--- config.mk ---
export PLATFORM = sky130hd
export DESIGN_NAME = printable_string_scanner
export DESIGN_NICKNAME = d
export VERILOG_FILES = /design/src/rtl/pss_pkg.sv /design/src/rtl/pss_engine.sv /design/src/rtl/pss_result_fifo.sv /design/src/rtl/printable_string_scanner.sv
export VERILOG_INCLUDE_DIRS = /design/src /design/src/rtl
export SDC_FILE = /design/constraint.sdc
export NUM_CORES = 1
export LEC_CHECK = 0
export BUFFER_PORTS_ARGS = -buffer_cell sky130_fd_sc_hd__buf_2
export CORE_ASPECT_RATIO = 0.6
export CORE_MARGIN = 3
export CORE_UTILIZATION = 45
export CTS_CLUSTER_SIZE = 14
export DETAILED_ROUTE_END_ITERATION = 10
export SLEW_MARGIN = 30
export SYNTH_ARGS = -nofsm -noshare
export SYNTH_HDL_FRONTEND = slang
export SYNTH_SLANG_ARGS = --single-unit
--- constraint.sdc ---
create_clock -name clock -period 36.8 [get_ports clock]
set_input_delay 3.68 -clock clock [delete_from_list [all_inputs] [get_ports clock]]
set_output_delay 3.68 -clock clock [all_outputs]
set_load 0.01 [all_outputs]
--- src/rtl/assert_macros.svh ---
// Assertion macros used by the scanner's RTL (included by pss_engine).
`ifndef ASSERT_MACROS_SVH
`define ASSERT_MACROS_SVH

// Condition must hold on every clock edge outside reset.
`define ASSERT_ALWAYS(label, clk, rst, cond, msg) \
   label: assert property (@(posedge clk) disable iff (rst) (cond)) else $error(msg);

// Consequent must hold in the same cycle as the antecedent.
`define ASSERT_IMPLIES(label, clk, rst, ante, cons, msg) \
   label: assert property (@(posedge clk) disable iff (rst) (ante) |-> (cons)) \
      else $error(msg);

// Consequent must hold in the cycle after the antecedent.
`define ASSERT_NEXT(label, clk, rst, ante, cons, msg) \
   label: assert property (@(posedge clk) disable iff (rst) (ante) |=> (cons)) \
      else $error(msg);

`endif

--- src/rtl/pss_pkg.sv ---
// Types, constants and helper functions of the printable string scanner.
package pss_pkg;

   // Width of the byte offset counters
   localparam int ADDR_WIDTH = 32;

   // Configuration port
   localparam int CSR_ADDR_WIDTH = 4;
   localparam int CSR_DATA_WIDTH = 32;

   localparam logic [1:0] REG_MIN_CHARS = 2'd0;
   localparam logic [1:0] REG_NEED_TERM = 2'd1;
   localparam logic [1:0] REG_SCAN_MODE = 2'd2;

   localparam logic [11:0] MIN_CHARS_RESET = 12'd3;
   localparam logic        NEED_TERM_RESET = 1'b0;
   localparam logic [1:0]  SCAN_MODE_RESET = 2'd3;

   // scan_mode bits
   localparam int MODE_ASCII_BIT = 0;
   localparam int MODE_WIDE_BIT  = 1;

   // Result kinds
   localparam logic KIND_ASCII = 1'b0;
   localparam logic KIND_WIDE  = 1'b1;

   // Printable character range
   localparam logic [7:0] CHAR_FIRST = 8'h20;
   localparam logic [7:0] CHAR_LAST  = 8'h7E;
   localparam logic [7:0] NUL_BYTE   = 8'h00;

   // Result queue
   localparam int FIFO_DEPTH = 4;
   localparam int FIFO_PTR_W = $clog2(FIFO_DEPTH);

   typedef enum logic [1:0] {
      PH_IDLE,
      PH_WIDE,
      PH_ASCII
   } phase_type;

   typedef struct packed {
      logic [11:0] min_chars;
      logic        need_terminator;
      logic [1:0]  scan_mode;
   } config_type;

   typedef struct packed {
      logic        kind;
      logic [31:0] start_address;
      logic [31:0] char_count;
      logic        last_flag;
   } result_type;

   function automatic logic is_printable(logic [7:0] b);
      return b inside {[CHAR_FIRST:CHAR_LAST]};
   endfunction

   // Saturating character count increment
   function automatic logic [31:0] sat_inc(logic [31:0] v);
      return (v == '1) ? v : v + 32'd1;
   endfunction

endpackage

--- src/rtl/pss_engine.sv ---
// Scan engine: per-byte run detection with one held lookahead byte.
`include "assert_macros.svh"

module pss_engine (
   input  logic                     clock,
   input  logic                     reset,
   input  pss_pkg::config_type      cfg,
   input  logic                     advance,
   input  logic [7:0]               data_byte,
   input  logic                     end_of_data,
   output pss_pkg::result_type [1:0] results,
   output logic [1:0]               result_count
);
   import pss_pkg::*;

   phase_type             phase_ff, phase_in;
   logic                  held_valid_ff, held_valid_in;
   logic [7:0]            held_byte_ff, held_byte_in;
   logic [ADDR_WIDTH-1:0] pos_ff, pos_in;
   logic [ADDR_WIDTH-1:0] start_ff, start_in;
   logic [31:0]           len_ff, len_in;

   function automatic logic reaches_min(logic [31:0] ln, logic [11:0] minv);
      return ln >= 32'(minv);
   endfunction

   function automatic result_type make_result(logic kind, logic [ADDR_WIDTH-1:0] st,
                                              logic [31:0] ln);
      result_type r;
      r.kind          = kind;
      r.start_address = 32'(st);
      r.char_count    = ln;
      r.last_flag     = 1'b0;
      return r;
   endfunction

   // Walk the held byte (if any) and the new byte through the scan phases
   always_comb begin
      phase_type             ph;
      logic [ADDR_WIDTH-1:0] pos;
      logic [ADDR_WIDTH-1:0] st;
      logic [31:0]           ln;
      logic [1:0]            n;
      result_type [1:0]      res;
      logic                  y_todo;
      logic                  hold_req;
      logic [11:0]           minv;
      logic                  nt;
      logic                  mode_a;
      logic                  mode_w;
      logic [7:0]            x;
      logic [7:0]            y;
      logic                  e;

      ph       = phase_ff;
      pos      = pos_ff;
      st       = start_ff;
      ln       = len_ff;
      n        = 2'd0;
      res      = '0;
      y_todo   = 1'b1;
      hold_req = 1'b0;
      minv     = (cfg.min_chars == '0) ? 12'd1 : cfg.min_chars;
      nt       = cfg.need_terminator;
      mode_a   = cfg.scan_mode[MODE_ASCII_BIT];
      mode_w   = cfg.scan_mode[MODE_WIDE_BIT];
      x        = held_byte_ff;
      y        = data_byte;
      e        = end_of_data;

      // Held byte: finish the pending wide pair decision
      if (held_valid_ff) begin
         if (is_printable(x) && y == NUL_BYTE) begin
            ln     = sat_inc(ln);
            pos    = pos + ADDR_WIDTH'(2);
            y_todo = 1'b0;
         end else begin
            if (reaches_min(ln, minv) && (!nt || (x == NUL_BYTE && y == NUL_BYTE))) begin
               res[0] = make_result(KIND_WIDE, st, ln);
               n      = 2'd1;
            end
            // pair given back: a printable held byte opens a fresh ASCII attempt if ASCII mode is on
            if (mode_a) begin
               st = pos;
               ln = is_printable(x) ? 32'd1 : 32'd0;
               ph = is_printable(x) ? PH_ASCII : PH_IDLE;
            end else begin
               ph = PH_IDLE;
            end
            pos = pos + ADDR_WIDTH'(1);
         end
      end

      // New byte: start a run attempt when seeking
      if (y_todo && ph == PH_IDLE) begin
         st = pos;
         ln = '0;
         if (mode_w) begin
            ph = PH_WIDE;
         end else if (mode_a) begin
            ph = PH_ASCII;
         end else begin
            pos    = pos + ADDR_WIDTH'(1);
            y_todo = 1'b0;
         end
      end

      // New byte in a wide attempt with no second byte to hand
      if (y_todo && ph == PH_WIDE) begin
         if ((!e && is_printable(y)) ||
             (reaches_min(ln, minv) && nt && !e && y == NUL_BYTE)) begin
            hold_req = 1'b1;
            y_todo   = 1'b0;
         end else begin
            if (reaches_min(ln, minv) && !nt && n != 2'd2) begin
               res[n[0]] = make_result(KIND_WIDE, st, ln);
               n         = n + 2'd1;
            end
            if (mode_a) begin
               ph = PH_ASCII;
               st = pos;
               ln = '0;
            end else begin
               ph     = PH_IDLE;
               pos    = pos + ADDR_WIDTH'(1);
               y_todo = 1'b0;
            end
         end
      end

      // New byte in an ASCII run
      if (y_todo && ph == PH_ASCII) begin
         if (is_printable(y)) begin
            ln = sat_inc(ln);
         end else begin
            if (reaches_min(ln, minv) && (!nt || y == NUL_BYTE) && n != 2'd2) begin
               res[n[0]] = make_result(KIND_ASCII, st, ln);
               n         = n + 2'd1;
            end
            ph = PH_IDLE;
         end
         pos = pos + ADDR_WIDTH'(1);
      end

      // End of data: flush an open run, then start over at offset zero
      if (e && !hold_req) begin
         if (!nt && reaches_min(ln, minv) && n != 2'd2) begin
            if (ph == PH_WIDE) begin
               res[n[0]] = make_result(KIND_WIDE, st, ln);
               n         = n + 2'd1;
            end else if (ph == PH_ASCII) begin
               res[n[0]] = make_result(KIND_ASCII, st, ln);
               n         = n + 2'd1;
            end
         end
         ph  = PH_IDLE;
         pos = '0;
         st  = '0;
         ln  = '0;
      end

      if (n != 2'd0) begin
         res[1'(n - 2'd1)].last_flag = 1'b1;
      end

      phase_in      = ph;
      pos_in        = pos;
      start_in      = st;
      len_in        = ln;
      held_valid_in = hold_req;
      held_byte_in  = hold_req ? y : '0;
      results       = res;
      result_count  = n;
   end

   // Scan state
   always_ff @(posedge clock) begin
      if (reset) begin
         phase_ff      <= PH_IDLE;
         held_valid_ff <= 1'b0;
         held_byte_ff  <= '0;
         pos_ff        <= '0;
         start_ff      <= '0;
         len_ff        <= '0;
      end else if (advance) begin
         phase_ff      <= phase_in;
         held_valid_ff <= held_valid_in;
         held_byte_ff  <= held_byte_in;
         pos_ff        <= pos_in;
         start_ff      <= start_in;
         len_ff        <= len_in;
      end
   end

   // A byte is held only while a wide pair waits for its second byte
   `ASSERT_IMPLIES(a_held_in_wide, clock, reset, held_valid_ff, phase_ff == PH_WIDE,
                   "held byte outside wide phase")
   // The last byte of the data leaves the scanner in its start state
   `ASSERT_NEXT(a_end_restarts, clock, reset, advance && end_of_data,
                pos_ff == '0 && !held_valid_ff && phase_ff == PH_IDLE,
                "scan state not cleared after end of data")
   // State moves only when a byte is processed
   `ASSERT_NEXT(a_state_holds, clock, reset, !advance,
                $stable(pos_ff) && $stable(phase_ff) && $stable(len_ff),
                "scan state changed without a byte")

endmodule

--- src/rtl/pss_result_fifo.sv ---
// Four-entry result queue taking up to two results per cycle.
module pss_result_fifo (
   input  logic                          clock,
   input  logic                          reset,
   input  logic [1:0]                    push_count,
   input  pss_pkg::result_type [1:0]     push_data,
   input  logic                          pop,
   output logic                          head_valid,
   output pss_pkg::result_type           head_data,
   output logic [pss_pkg::FIFO_PTR_W:0]  fill_count
);
   import pss_pkg::*;

   result_type            mem_ff [FIFO_DEPTH];
   logic [FIFO_PTR_W-1:0] wr_ptr_ff, wr_ptr_in;
   logic [FIFO_PTR_W-1:0] rd_ptr_ff, rd_ptr_in;
   logic [FIFO_PTR_W:0]   count_ff, count_in;

   // Pointer and fill arithmetic
   always_comb begin
      wr_ptr_in = wr_ptr_ff + FIFO_PTR_W'(push_count);
      rd_ptr_in = rd_ptr_ff + FIFO_PTR_W'(pop);
      count_in  = count_ff + (FIFO_PTR_W + 1)'(push_count) - (FIFO_PTR_W + 1)'(pop);
   end

   always_ff @(posedge clock) begin
      if (reset) begin
         wr_ptr_ff <= '0;
         rd_ptr_ff <= '0;
         count_ff  <= '0;
      end else begin
         wr_ptr_ff <= wr_ptr_in;
         rd_ptr_ff <= rd_ptr_in;
         count_ff  <= count_in;
      end
   end

   // Storage: first result at the write pointer, second just after it
   always_ff @(posedge clock) begin
      if (push_count != 2'd0) begin
         mem_ff[wr_ptr_ff] <= push_data[0];
      end
      if (push_count == 2'd2) begin
         mem_ff[wr_ptr_ff + FIFO_PTR_W'(1)] <= push_data[1];
      end
   end

   assign head_valid = (count_ff != '0);
   assign head_data  = mem_ff[rd_ptr_ff];
   assign fill_count = count_ff;

endmodule

--- src/rtl/printable_string_scanner.sv ---
// Top level of the printable string scanner: CSRs, input register, engine, result queue.
//
// Bytes enter on req_ (tdata = data_byte, tlast = end of data), one per transfer.
// Each accepted byte is registered, then scanned once the result queue has room; any runs it
// closes are queued and leave on rsp_ (tdata = start address and character count,
// tuser = kind, tlast = last result caused by that byte).
// Throughput: one byte per cycle; a byte may cause up to two results and the result
// channel moves one per cycle, so sustained rate is set by the result queue drain.
// A byte's results pass through the input register and the result queue before rsp_ offers them.
// The input register holds its byte while the four-entry result queue lacks room for
// that byte's results; req_tready then drops, so a stalled receiver fills the queue
// and throttles the input without losing or reordering anything.
// Configuration (APB-style, pready always high): min_chars at 0x0, need_terminator
// at 0x4, scan_mode at 0x8; write only while idle.
// Reset (synchronous, active high) restores the register defaults (3, 0, 3), empties
// the queue and restarts the byte offset at zero, as does the last byte of the data.
module printable_string_scanner (
   input  logic                                clock,
   input  logic                                reset,
   // input stream
   input  logic                                req_tvalid,
   output logic                                req_tready,
   input  logic [7:0]                          req_tdata,   // [7:0] data_byte
   input  logic                                req_tlast,   // end_of_data
   // result stream
   output logic                                rsp_tvalid,
   input  logic                                rsp_tready,
   output logic [63:0]                         rsp_tdata,   // [31:0] start_address, [63:32] char_count
   output logic                                rsp_tuser,   // string_kind
   output logic                                rsp_tlast,   // final_of_burst
   // configuration port
   input  logic                                csr_psel,
   input  logic                                csr_penable,
   input  logic                                csr_pwrite,
   input  logic [pss_pkg::CSR_ADDR_WIDTH-1:0]  csr_paddr,
   input  logic [pss_pkg::CSR_DATA_WIDTH-1:0]  csr_pwdata,
   output logic [pss_pkg::CSR_DATA_WIDTH-1:0]  csr_prdata,
   output logic                                csr_pready
);
   import pss_pkg::*;

   config_type          cfg_ff, cfg_in;
   logic                in_valid_ff, in_valid_in;
   logic [7:0]          in_byte_ff, in_byte_in;
   logic                in_end_ff, in_end_in;
   logic                advance;
   logic                pop;
   logic                room;
   logic [1:0]          result_count;
   result_type [1:0]    results;
   result_type          head;
   logic                head_valid;
   logic [FIFO_PTR_W:0] fill_count;
   logic [1:0]          reg_index;

   // Configuration registers
   assign csr_pready = 1'b1;
   assign reg_index  = csr_paddr[3:2];

   always_comb begin
      cfg_in = cfg_ff;
      if (csr_psel && csr_penable && csr_pwrite && csr_pready) begin
         case (reg_index)
            REG_MIN_CHARS: cfg_in.min_chars       = csr_pwdata[11:0];
            REG_NEED_TERM: cfg_in.need_terminator = csr_pwdata[0];
            REG_SCAN_MODE: cfg_in.scan_mode       = csr_pwdata[1:0];
            default: ;
         endcase
      end
   end

   always_comb begin
      case (reg_index)
         REG_MIN_CHARS: csr_prdata = CSR_DATA_WIDTH'(cfg_ff.min_chars);
         REG_NEED_TERM: csr_prdata = CSR_DATA_WIDTH'(cfg_ff.need_terminator);
         REG_SCAN_MODE: csr_prdata = CSR_DATA_WIDTH'(cfg_ff.scan_mode);
         default:       csr_prdata = '0;
      endcase
   end

   always_ff @(posedge clock) begin
      if (reset) begin
         cfg_ff.min_chars       <= MIN_CHARS_RESET;
         cfg_ff.need_terminator <= NEED_TERM_RESET;
         cfg_ff.scan_mode       <= SCAN_MODE_RESET;
      end else begin
         cfg_ff <= cfg_in;
      end
   end

   // Input register: advances once the queue can take this byte's results
   assign pop        = rsp_tvalid && rsp_tready;
   assign room       = ({1'b0, fill_count} + 4'(result_count) - 4'(pop)) <= 4'(FIFO_DEPTH);
   assign advance    = in_valid_ff && room;
   assign req_tready = !in_valid_ff || advance;

   always_comb begin
      in_valid_in = in_valid_ff;
      in_byte_in  = in_byte_ff;
      in_end_in   = in_end_ff;
      if (req_tvalid && req_tready) begin
         in_valid_in = 1'b1;
         in_byte_in  = req_tdata;
         in_end_in   = req_tlast;
      end else if (advance) begin
         in_valid_in = 1'b0;
      end
   end

   always_ff @(posedge clock) begin
      if (reset) begin
         in_valid_ff <= 1'b0;
      end else begin
         in_valid_ff <= in_valid_in;
      end
      in_byte_ff <= in_byte_in;
      in_end_ff  <= in_end_in;
   end

   pss_engine u_engine (
      .clock        (clock),
      .reset        (reset),
      .cfg          (cfg_ff),
      .advance      (advance),
      .data_byte    (in_byte_ff),
      .end_of_data  (in_end_ff),
      .results      (results),
      .result_count (result_count)
   );

   pss_result_fifo u_fifo (
      .clock      (clock),
      .reset      (reset),
      .push_count (advance ? result_count : 2'd0),
      .push_data  (results),
      .pop        (pop),
      .head_valid (head_valid),
      .head_data  (head),
      .fill_count (fill_count)
   );

   // Result channel
   assign rsp_tvalid = head_valid;
   assign rsp_tdata  = {head.char_count, head.start_address};
   assign rsp_tuser  = head.kind;
   assign rsp_tlast  = head.last_flag;

endmodule

# After elaboration in Yosys (flattened, before gate mapping)
# Memories as Yosys holds them, arrays and structs flattened. A register that Yosys moved wholly into a read port is not among the register bits.
# Index checks and enable logic that the tools add are counted.
# classes
addsub	18
mul	0
div_mod_pow	0
order_cmp	17
eq_ne	12
shift	0
mux	105
bitwise	0
n_reduce_logical	48
# ops
op	count
132-bit 2-to-1 mux	11
32-bit 2-to-1 mux	30
132-bit bitwise mux	5
66-bit 2-to-1 mux	6
66-bit demux with 1-bit select	4
32-bit by 1-bit adder with 32-bit output (second input constant)	6
32-bit by 12-bit greater-or-equal comparator with 1-bit output	4
32-bit equality test (second input constant)	2
2-bit 2-to-1 mux	27
12-bit case mux with 3 select lines	1
32-bit by 2-bit adder with 32-bit output (second input constant)	1
1-bit logical AND	28
1-bit 2-to-1 mux	19
8-bit by 6-bit greater-or-equal comparator with 1-bit output (second input constant)	2
8-bit by 7-bit <= comparator with 1-bit output (second input constant)	2
8-bit logical NOT	2
12-bit logical NOT	1
12-bit 2-to-1 mux	1
2-bit by 1-bit adder with 2-bit output (second input constant)	4
2-bit equality test (second input constant)	4
1-bit by 2-bit less-than comparator with 1-bit output (second input constant)	4
8-bit 2-to-1 mux	1
2-bit by 1-bit equality test with 1-bit output (second input constant)	3
2-bit != test (second input constant)	3
15 further kinds	29
# totals
register_bits	139
latch_bits	0
mem_bits_rw	264
romBits	0
input_bits	52
out_inout_bits	101
wordCells	216
memories	1
# memory_table
name	depth	width	rd	rd_clocked_by_memory_dff	write_ports	line_no	text
u_fifo.mem_ff	4	66	1	1	2	pss_result_fifo.sv:14	result_type mem_ff [FIFO_DEPTH];

# Logic depth before layout (Yosys ltp)
# Gate-level depths: netlist of run 1.
# logic_depth
depth_word	35
ltp_mapped	61
ltp_nobuf	53

# Cells and area by module
# Synthesis of run 1 repeated with hierarchy kept, for this count alone.
# unflattened
cells_unflattened	3011
area_unflattened_um2	29842.4
# by_module_without_submodules
mod	instances	cells_each	area_per_inst_um2	seq_area_each_um2
pss_engine	1	2177	15003.1	2142.1
pss_result_fifo	1	678	13419.1	8067.7
printable_string_scanner	1	156	1420.1	590.6

# Least setup slack after synthesis of run 1
# Ideal clock, no wire load.
# synth_timing
kind	flip-flop to flip-flop
startpoint	reg in_byte_ff[0]
endpoint	mem u_fifo.mem_ff[2][0] in the netlist's numbering (enable)
setup_time_ns	0.584
arrival_time_ns	15.719
required_time_ns	36.216
slack_ns	20.497
stages_incl_launch_ff	50
path_buffers	5
synth_period_minus_slack_ns	16.303
cell_sequence	edfxtp_1 > or4_1 > clkbuf_1 > nor2_1 > clkbuf_1 > o21ai_0 > a21o_1 > a221o_1 > ha_1 > nand2b_1 > a21o_1 > a21o_1 > a211oi_1 > o21ai_0 > a21oi_1 > nand2_1 > o31ai_2 > clkbuf_1 > [14 not listed] > o21ai_0 > or4_1 > a2111o_1 > o311ai_2 > mux2_2 > inv_1 > ha_1 > inv_1 > ha_1 > a21o_1 > a21oi_1 > xnor2_1 > o21ai_0 > or2_2 > clkbuf_1 > clkbuf_1 > a221o_1 > nor3b_1
# synth_lines
element	line_no	text
start: declaration	printable_string_scanner.sv:44	logic [7:0] in_byte_ff, in_byte_in;
start signal: assignment	printable_string_scanner.sv:116	in_byte_ff <= in_byte_in;
end: declaration	pss_result_fifo.sv:14	

# Final worst setup path of run 1
# layout_timing
startpoint	reg u_engine.len_ff[1]
endpoint	out req_tready
# layout_via
elab_chain_cells	28
word_cells_on_any_way	68
cone_classes	add/sub (7); order compare (5); eq/ne (8); mux (32); reduce/logical (16)
# layout_lines
element	line_no	text
start: declaration	pss_engine.sv:21	logic [31:0] len_ff, len_in;
start signal: assignment	pss_engine.sv:191	len_ff <= len_in;
branches (longest 22 deep; another with 32-bit by 1-bit adder with 32-bit output)	-	
2-bit 2-to-1 mux (*)	pss_engine.sv:146	if (e && !hold_req) begin
3-bit by 2-bit adder with 4-bit output (*)	printable_string_scanner.sv:93	assign room = ({1'b0, fill_count} + 4'(result_count) - 4'(pop)) <= 4'(FIFO_DEPTH);
4-bit by 1-bit subtractor with 4-bit output (*)	printable_string_scanner.sv:93	
4-bit by 3-bit <= comparator with 1-bit output (*)	printable_string_scanner.sv:93	
1-bit logical AND (*)	printable_string_scanner.sv:94	assign advance = in_valid_ff && room;
1-bit logical OR (*)	printable_string_scanner.sv:95	assign req_tready = !in_valid_ff || advance;
end: declaration	printable_string_scanner.sv:22	output logic req_tready,
# Mark *: on every way between the ends.

==> metrics.cfg, run 1 <==
[status]
status=complete, no violations

[sta]
rsz0062_at_grt=no
worst_pin_slew_ns=1.04
fin_tns_setup_ns=0
period_needed_ns=16.79
worst_slew_margin_rel_pct=30.0
fin_skew_ns=0.0393
hold_violations=0
setup_viol=0
timing.fmax_ghz=0.0596
layout_worst_path_cycle_share_pct=45.6
slew_viol_final=0

[worst_setup_path]
cp.arrival_ns=13.11
criticalPathCategory=reg2out
worstPathRequired_ns=33.12
path_max_fanout=8
cp_common_cell=ha_1
cp_slowest_cell=nor3_1
endpoint_kind=output pin
startpoint_type=flop
slowest_delay_ns=0.74

[logic_synthesis]
synthDominantCellAreaShare_pct=28.8
netlist_top_cells_area=edfxtp_1, dfxtp_1, mux2i_1
synth_cell_types=101
synth.cell_area_um2=28400
synth_ff_type=edfxtp_1
yosysSeqAreaShare_pct=38.0
synthArstFlopShare_pct=0
syn_area_per_cell_um2=9.33
ys.warnings.count=0
syn_inst=3049
ys_ff_latch=403
synth.largest_area_cell=edfxtp_1
synth_edf_count=273

[placed_design]
io_buffers=109
post-dp-hpwl_um=77300
placed_cells=3848
routabilityCongestion=1.00
place_area_um2=29800

[clocking]
post_cts_resized=0
clockBufferDepth=3
holdBufCountCts=0
cts_max_level=2
cts_root_buf=clkbuf_16
clk_latency_ns=0.60
post_cts_buffers=0
cts_made_buffers=41
clock_sinks=403
path_clk_slew_ns=0.07
cts_tree=yes

[finish]
regArea_um2=10800
stdcell_count=3922
finalNetCount=3186
multiInputGateArea_um2=16500
final_area_um2=31100
drive_gt1_share_pct=12.6
fillers=5733
syn_to_final_growth_pct=9.26
n_antenna_cell=0

[floorplanning]
die_width_um=331
die_height_um=201
initial_core_util_pct=46.1
dieArea_um2=66300
rows=70
io_pins=153
core_um2=61700

[drt]
vias_per_cell=6.57
dr.first_iter.drc_count=3994
first_pass_iters=6
routed_wl_um=106000
wl_per_cell_um=26.9
vias=25800
drc=0
ant_nets=0

[global_routing]
antenna_found_initial=2
grt_max_degree=78
grt.overflow.total=0
grt_pass1_vias=23100
grt_use_total_pct=30.8
grt_pass1_wl_um=155000

[pwr]
powerDensity_nw_per_um2=38.4
leakagePower_nw=10.5
ir_drop_mv=0.0592

[hold_path]
hold_class=reg2reg

[flow_run]
max_cap_viol_count=0

==> layout by cell type (no fill, tap or decap), types with 47 or more instances in the layout <==
cell and instances:
buf_4 74, xor2_1 47, nor4_1 57, nand3_1 112
dfxtp_1 128, a22oi_1 107, o21ai_0 129, buf_2 108
xnor2_1 103, inv_1 69, mux2i_1 224, ha_1 69
nor2_1 345, nor3_1 93, a21oi_1 99, edfxtp_1 273
mux4_2 66, nand2_1 301, nand4_1 48
==> metrics by stage <==
stage	hold WS [ns]	utilization, %	total power, W	setup slack [ns]
4_1_cts	0.470	50.3	0.00119	20.39
5_1_grt	0.506	50.3	0.00123	19.59
3_5_place_dp	0.462	48.3	0.000786	21.09
3_3_place_gp	0.463	48.1	0.000782	21.07
2_1_floorplan	0.449	-	0.000684	20.50
6_report	0.468	50.3	0.00119	20.01
==> routing by layer <==
metal	global-route usage (%)	wire, um	part of all wire (%)
met5	0	12	0.011
met4	4.40	1160	1.1
met3	11.2	16000	15
met2	35.8	37500	35
met1	52.3	50900	48
==> cells in the mapped netlist, drive strengths merged (25+ instances only) <==
cell,instances
a21o,26
nor3,99
o21ai,144
ha,69
a21oi,101
and2,25
mux2i,224
mux4,66
dfxtp,130
or3,26
xor2,47
clkbuf,148
nand4,51
and3,28
nand2,301
a31oi,34
nor4,63
nand3,114
a211oi,25
a22oi,107
xnor2,104
inv,70
buf,87
edfxtp,273
nor2,346
==> final cells by class <==
class	count	share of cell area, %
Inverter	71	0.858
Multi-Input combinational cell	2359	53.1
Clock inverter	22	0.576
Clock buffer	52	3.50
Timing Repair Buffer	187	3.87
Tap cell	828	3.33
Sequential cell	403	34.8
==> kinds of logic (layout without fill, tap and decap cells) <==
| kind of cell | count (synthesis) | in the layout | synth area share, % |
|---|---|---|---|
| adder cells (fa/ha/maj) | 71 | 71 | 3.18 |
| AO/OA/AOI/OAI | 643 | 643 | 15.7 |
| XOR/XNOR | 151 | 151 | 4.65 |
| other | 2 | 21 | 0.0264 |
| AND/OR/NAND/NOR | 1175 | 1175 | 20.2 |
| buffers and inverters | 306 | 332 | 4.78 |
| multiplexers | 298 | 298 | 13.4 |
| flip-flops | 403 | 403 | 38.0 |
==> final timing paths <==
| path | startpoint | to | slack [ns] | cells past startpoint |
|---|---|---|---|---|
| hold reg to reg | cfg_ff[7] | cfg_ff[7] | 0.47 | 2 |
| setup reg to reg | u_engine.len_ff[1] | u_fifo.fill_count[2] | 22.31 | 53 |
| hold / removal | cfg_ff[7] | cfg_ff[7] | 0.47 | 2 |
| setup / recovery | u_engine.len_ff[1] | req_tready | 20.01 | 46 |
==> registers in the layout, summed over array words and instances (netlist names), 3 cells and up <==
register / cells
cfg_ff: 15
in_byte_ff: 8
u_engine.held_byte_ff: 8
u_engine.len_ff: 32
u_engine.pos_ff: 32
u_engine.start_ff: 32
u_fifo.fill_count: 3
u_fifo.mem_ff: 264
==> worst max-delay path, delay by kind of cell, from the launching register on <==
kind                       cells  cell delay (ns)
muxes                          2             0.63
AOI/OAI and AO/OA             16             4.42
DFF                            1             0.57
xor gates and xnor gates       2             0.32
adders and majority gates      6             1.60
buffers and inverters          5             0.57
and+or+nand+nor               15             4.35
==> report_power, final <==
group / internal, W / total, W / switching (W) / leakage [nW]
combinational: 0.0000840 / 0.000282 / 0.000198 / 6.58
sequential: 0.000486 / 0.000503 / 0.0000176 / 3.26
clock: 0.000214 / 0.000408 / 0.000194 / 0.608
Power figures use the tool's default switching activity.
==> run 2: changes to the inputs <==
clock period = 13.8 ns   (was 36.8 ns; I/O delays follow)
==> run 2 against run 1 <==
Largest cell class unchanged. Power grew to 2.7 times the previous value. Worst hold slack better by 0.0038 ns. Highest routed layer unchanged. Register-to-register slack worse by 21 ns.
==> metrics.cfg, run 2 (same netlist as run 1, synthesis figures left out) <==
[status]
status=complete, no violations

[pwr]
ir_drop_mv=0.244  ; +310%
powerDensity_nw_per_um2=102  ; +170%
leakagePower_nw=10.7  ; +2.3%

[worst_setup_path]
cp.arrival_ns=11.81  ; -1.30 ns
r2r_cells=42  ; -21%
path_max_fanout=17  ; +9
criticalPathCategory=reg2out
slowest_delay_ns=0.79  ; +0.05 ns
endpoint_kind=output pin
worstPathRequired_ns=12.42  ; -20.70 ns
r2r_end=u_engine.len_ff[2]
rr_startpoint=u_engine.len_ff[16]
cp_slowest_cell=or4_1
startpoint_type=flop
ff2ff_setup_slack_ns=1.08  ; -21.23 ns

[drt]
drc=0  ; unchanged
vias=25700  ; -0.38%
routed_wl_um=108000  ; +2.3%
dr.first_iter.drc_count=3892  ; -2.6%
first_pass_iters=8  ; +2
vias_per_cell=6.49  ; -1.2%
ant_nets=0  ; unchanged
wl_per_cell_um=27.3  ; +1.4%

[floorplanning]
initial_core_util_pct=46.1  ; unchanged
die_height_um=201  ; unchanged
io_pins=153  ; unchanged
dieArea_um2=66300  ; unchanged
core_um2=61700  ; unchanged
rows=70  ; unchanged
die_width_um=331  ; unchanged

[sta]
hold_violations=0  ; unchanged
period_needed_ns=13.19
worst_slack_ns=0.610  ; -19.40 ns
timing.hold.ws_ns=0.472  ; +0.00378 ns
worst_slew_margin_rel_pct=25.3  ; -4.7 points
rsz0062_at_grt=no
timing.fmax_ghz=0.0758
setup_viol=0  ; unchanged
worst_pin_slew_ns=1.11  ; +0.0688 ns
layout_worst_path_cycle_share_pct=95.6
fin_skew_ns=0.0512  ; +0.0120 ns
fin_tns_setup_ns=0  ; unchanged
slew_viol_final=0  ; unchanged

[finish]
final_area_um2=31400  ; +1.2%
drive_gt1_share_pct=13.8  ; +1.2 points
finalNetCount=3218  ; +1.0%
largest_reg_flops=264  ; unchanged
n_antenna_cell=0  ; unchanged
fillers=5769  ; +0.63%
mostFrequentLayoutCell=nor2_1
stdcell_count=3955  ; +0.84%
final_cell_mix=nor2_1, nand2_1, edfxtp_1, mux2i_1, o21ai_0
regMostFlops=u_fifo.mem_ff
syn_to_final_growth_pct=10.6

[global_routing]
grt_use_total_pct=31.5  ; +0.71 points
grt.overflow.total=0  ; unchanged
grt_max_degree=68  ; -13%
grt_pass1_vias=23400  ; +1.3%
grt_pass1_wl_um=158000  ; +2.1%
antenna_found_initial=1  ; -1

[placed_design]
post-dp-hpwl_um=78800  ; +2.0%
place_area_um2=30000  ; +0.80%
routabilityCongestion=1.01  ; +0.43%
pre_cts_ws_ns=0.579  ; -20.51 ns
io_buffers=109  ; unchanged
placed_cells=3878  ; +0.78%

[clocking]
clk_latency_ns=0.61  ; about the same
clockBufferDepth=3  ; unchanged
clock_sinks=403  ; unchanged
cts_tree=yes
cts_made_buffers=41  ; unchanged
path_clk_slew_ns=0.07  ; about the same
cts_max_level=2  ; unchanged
cts_root_buf=clkbuf_16

[hold_path]
hold_start=cfg_ff[5]
whs_path_depth=2  ; unchanged
min_to=cfg_ff[5]
hold_class=reg2reg

[flow_run]
max_cap_viol_count=0  ; unchanged

## run 2: area by class of cell
class | count | area [um2] | area share, %
clock buffers | 59 | 1160 | 3.70
inverters | 71 | 267 | 0.848
well taps | 828 | 1040 | 3.29
multi-input cells | 2359 | 16600 | 52.7
flip-flops and latches | 403 | 10800 | 34.4
clock inverters | 16 | 134 | 0.426
repair buffers | 219 | 1460 | 4.64
## run 2: how the worst max path moves through the flow
stage                                     endpoint           startpoint  slack (ns)  cells after the start
after floorplan                u_fifo.mem_ff[2][0]        in_byte_ff[0]        0.70                     49
after global placement    u_engine.held_byte_ff[5]  u_engine.len_ff[12]        0.70                     49
after detailed placement      u_fifo.mem_ff[1][27]  u_engine.len_ff[12]        0.58                     50
after CTS                               req_tready  u_engine.len_ff[12]        0.11                     46
after global routing                    req_tready        in_byte_ff[1]        0.14                     44
final                                   req_tready  u_engine.len_ff[16]        0.61                     39
## run 2: through the flow
step / util, % / power, W
floorplan: - / 0.00183
global placement: 48.6 / 0.00209
detailed placement: 48.6 / 0.00210
CTS: 50.7 / 0.00320
global route: 50.9 / 0.00332
finish: 50.9 / 0.00321
## run 2: what timing repair did
action                                  in CTS  in global routing
resized for setup                            1                 11
hold buffers                                 0                  0
gates cloned                                 0                  0
setup buffers                                0                  2
pin swaps                                    0                  1
endpoints found under the setup margin       1                384
## run 2: routing by layer
layer	vias to the layer above	GRT usage [%]	wire length [um]
li1	11600	-	-
met1	12400	52.2	51200
met2	1598	37.1	38100
met3	92	13.1	17300
met4	2	4.05	1220
met5	-	1.01	81
## run 2: critical path, delay by kind of cell, from the launching register on
kind / cells / cell delay (ns)
AO/OA/AOI/OAI: 13 / 3.09
XOR/XNOR: 2 / 0.65
adder cells (fa/ha/maj): 4 / 1.21
buffers and inverters: 6 / 1.13
flip-flops: 1 / 0.61
AND/OR/NAND/NOR: 14 / 4.50
## run 2: power breakdown
group / switching, W / leakage (nW) / internal, W
Sequential: 0.0000464 / 3.27 / 0.00130
Clock: 0.000504 / 0.635 / 0.000595
Combinational: 0.000536 / 6.80 / 0.000234
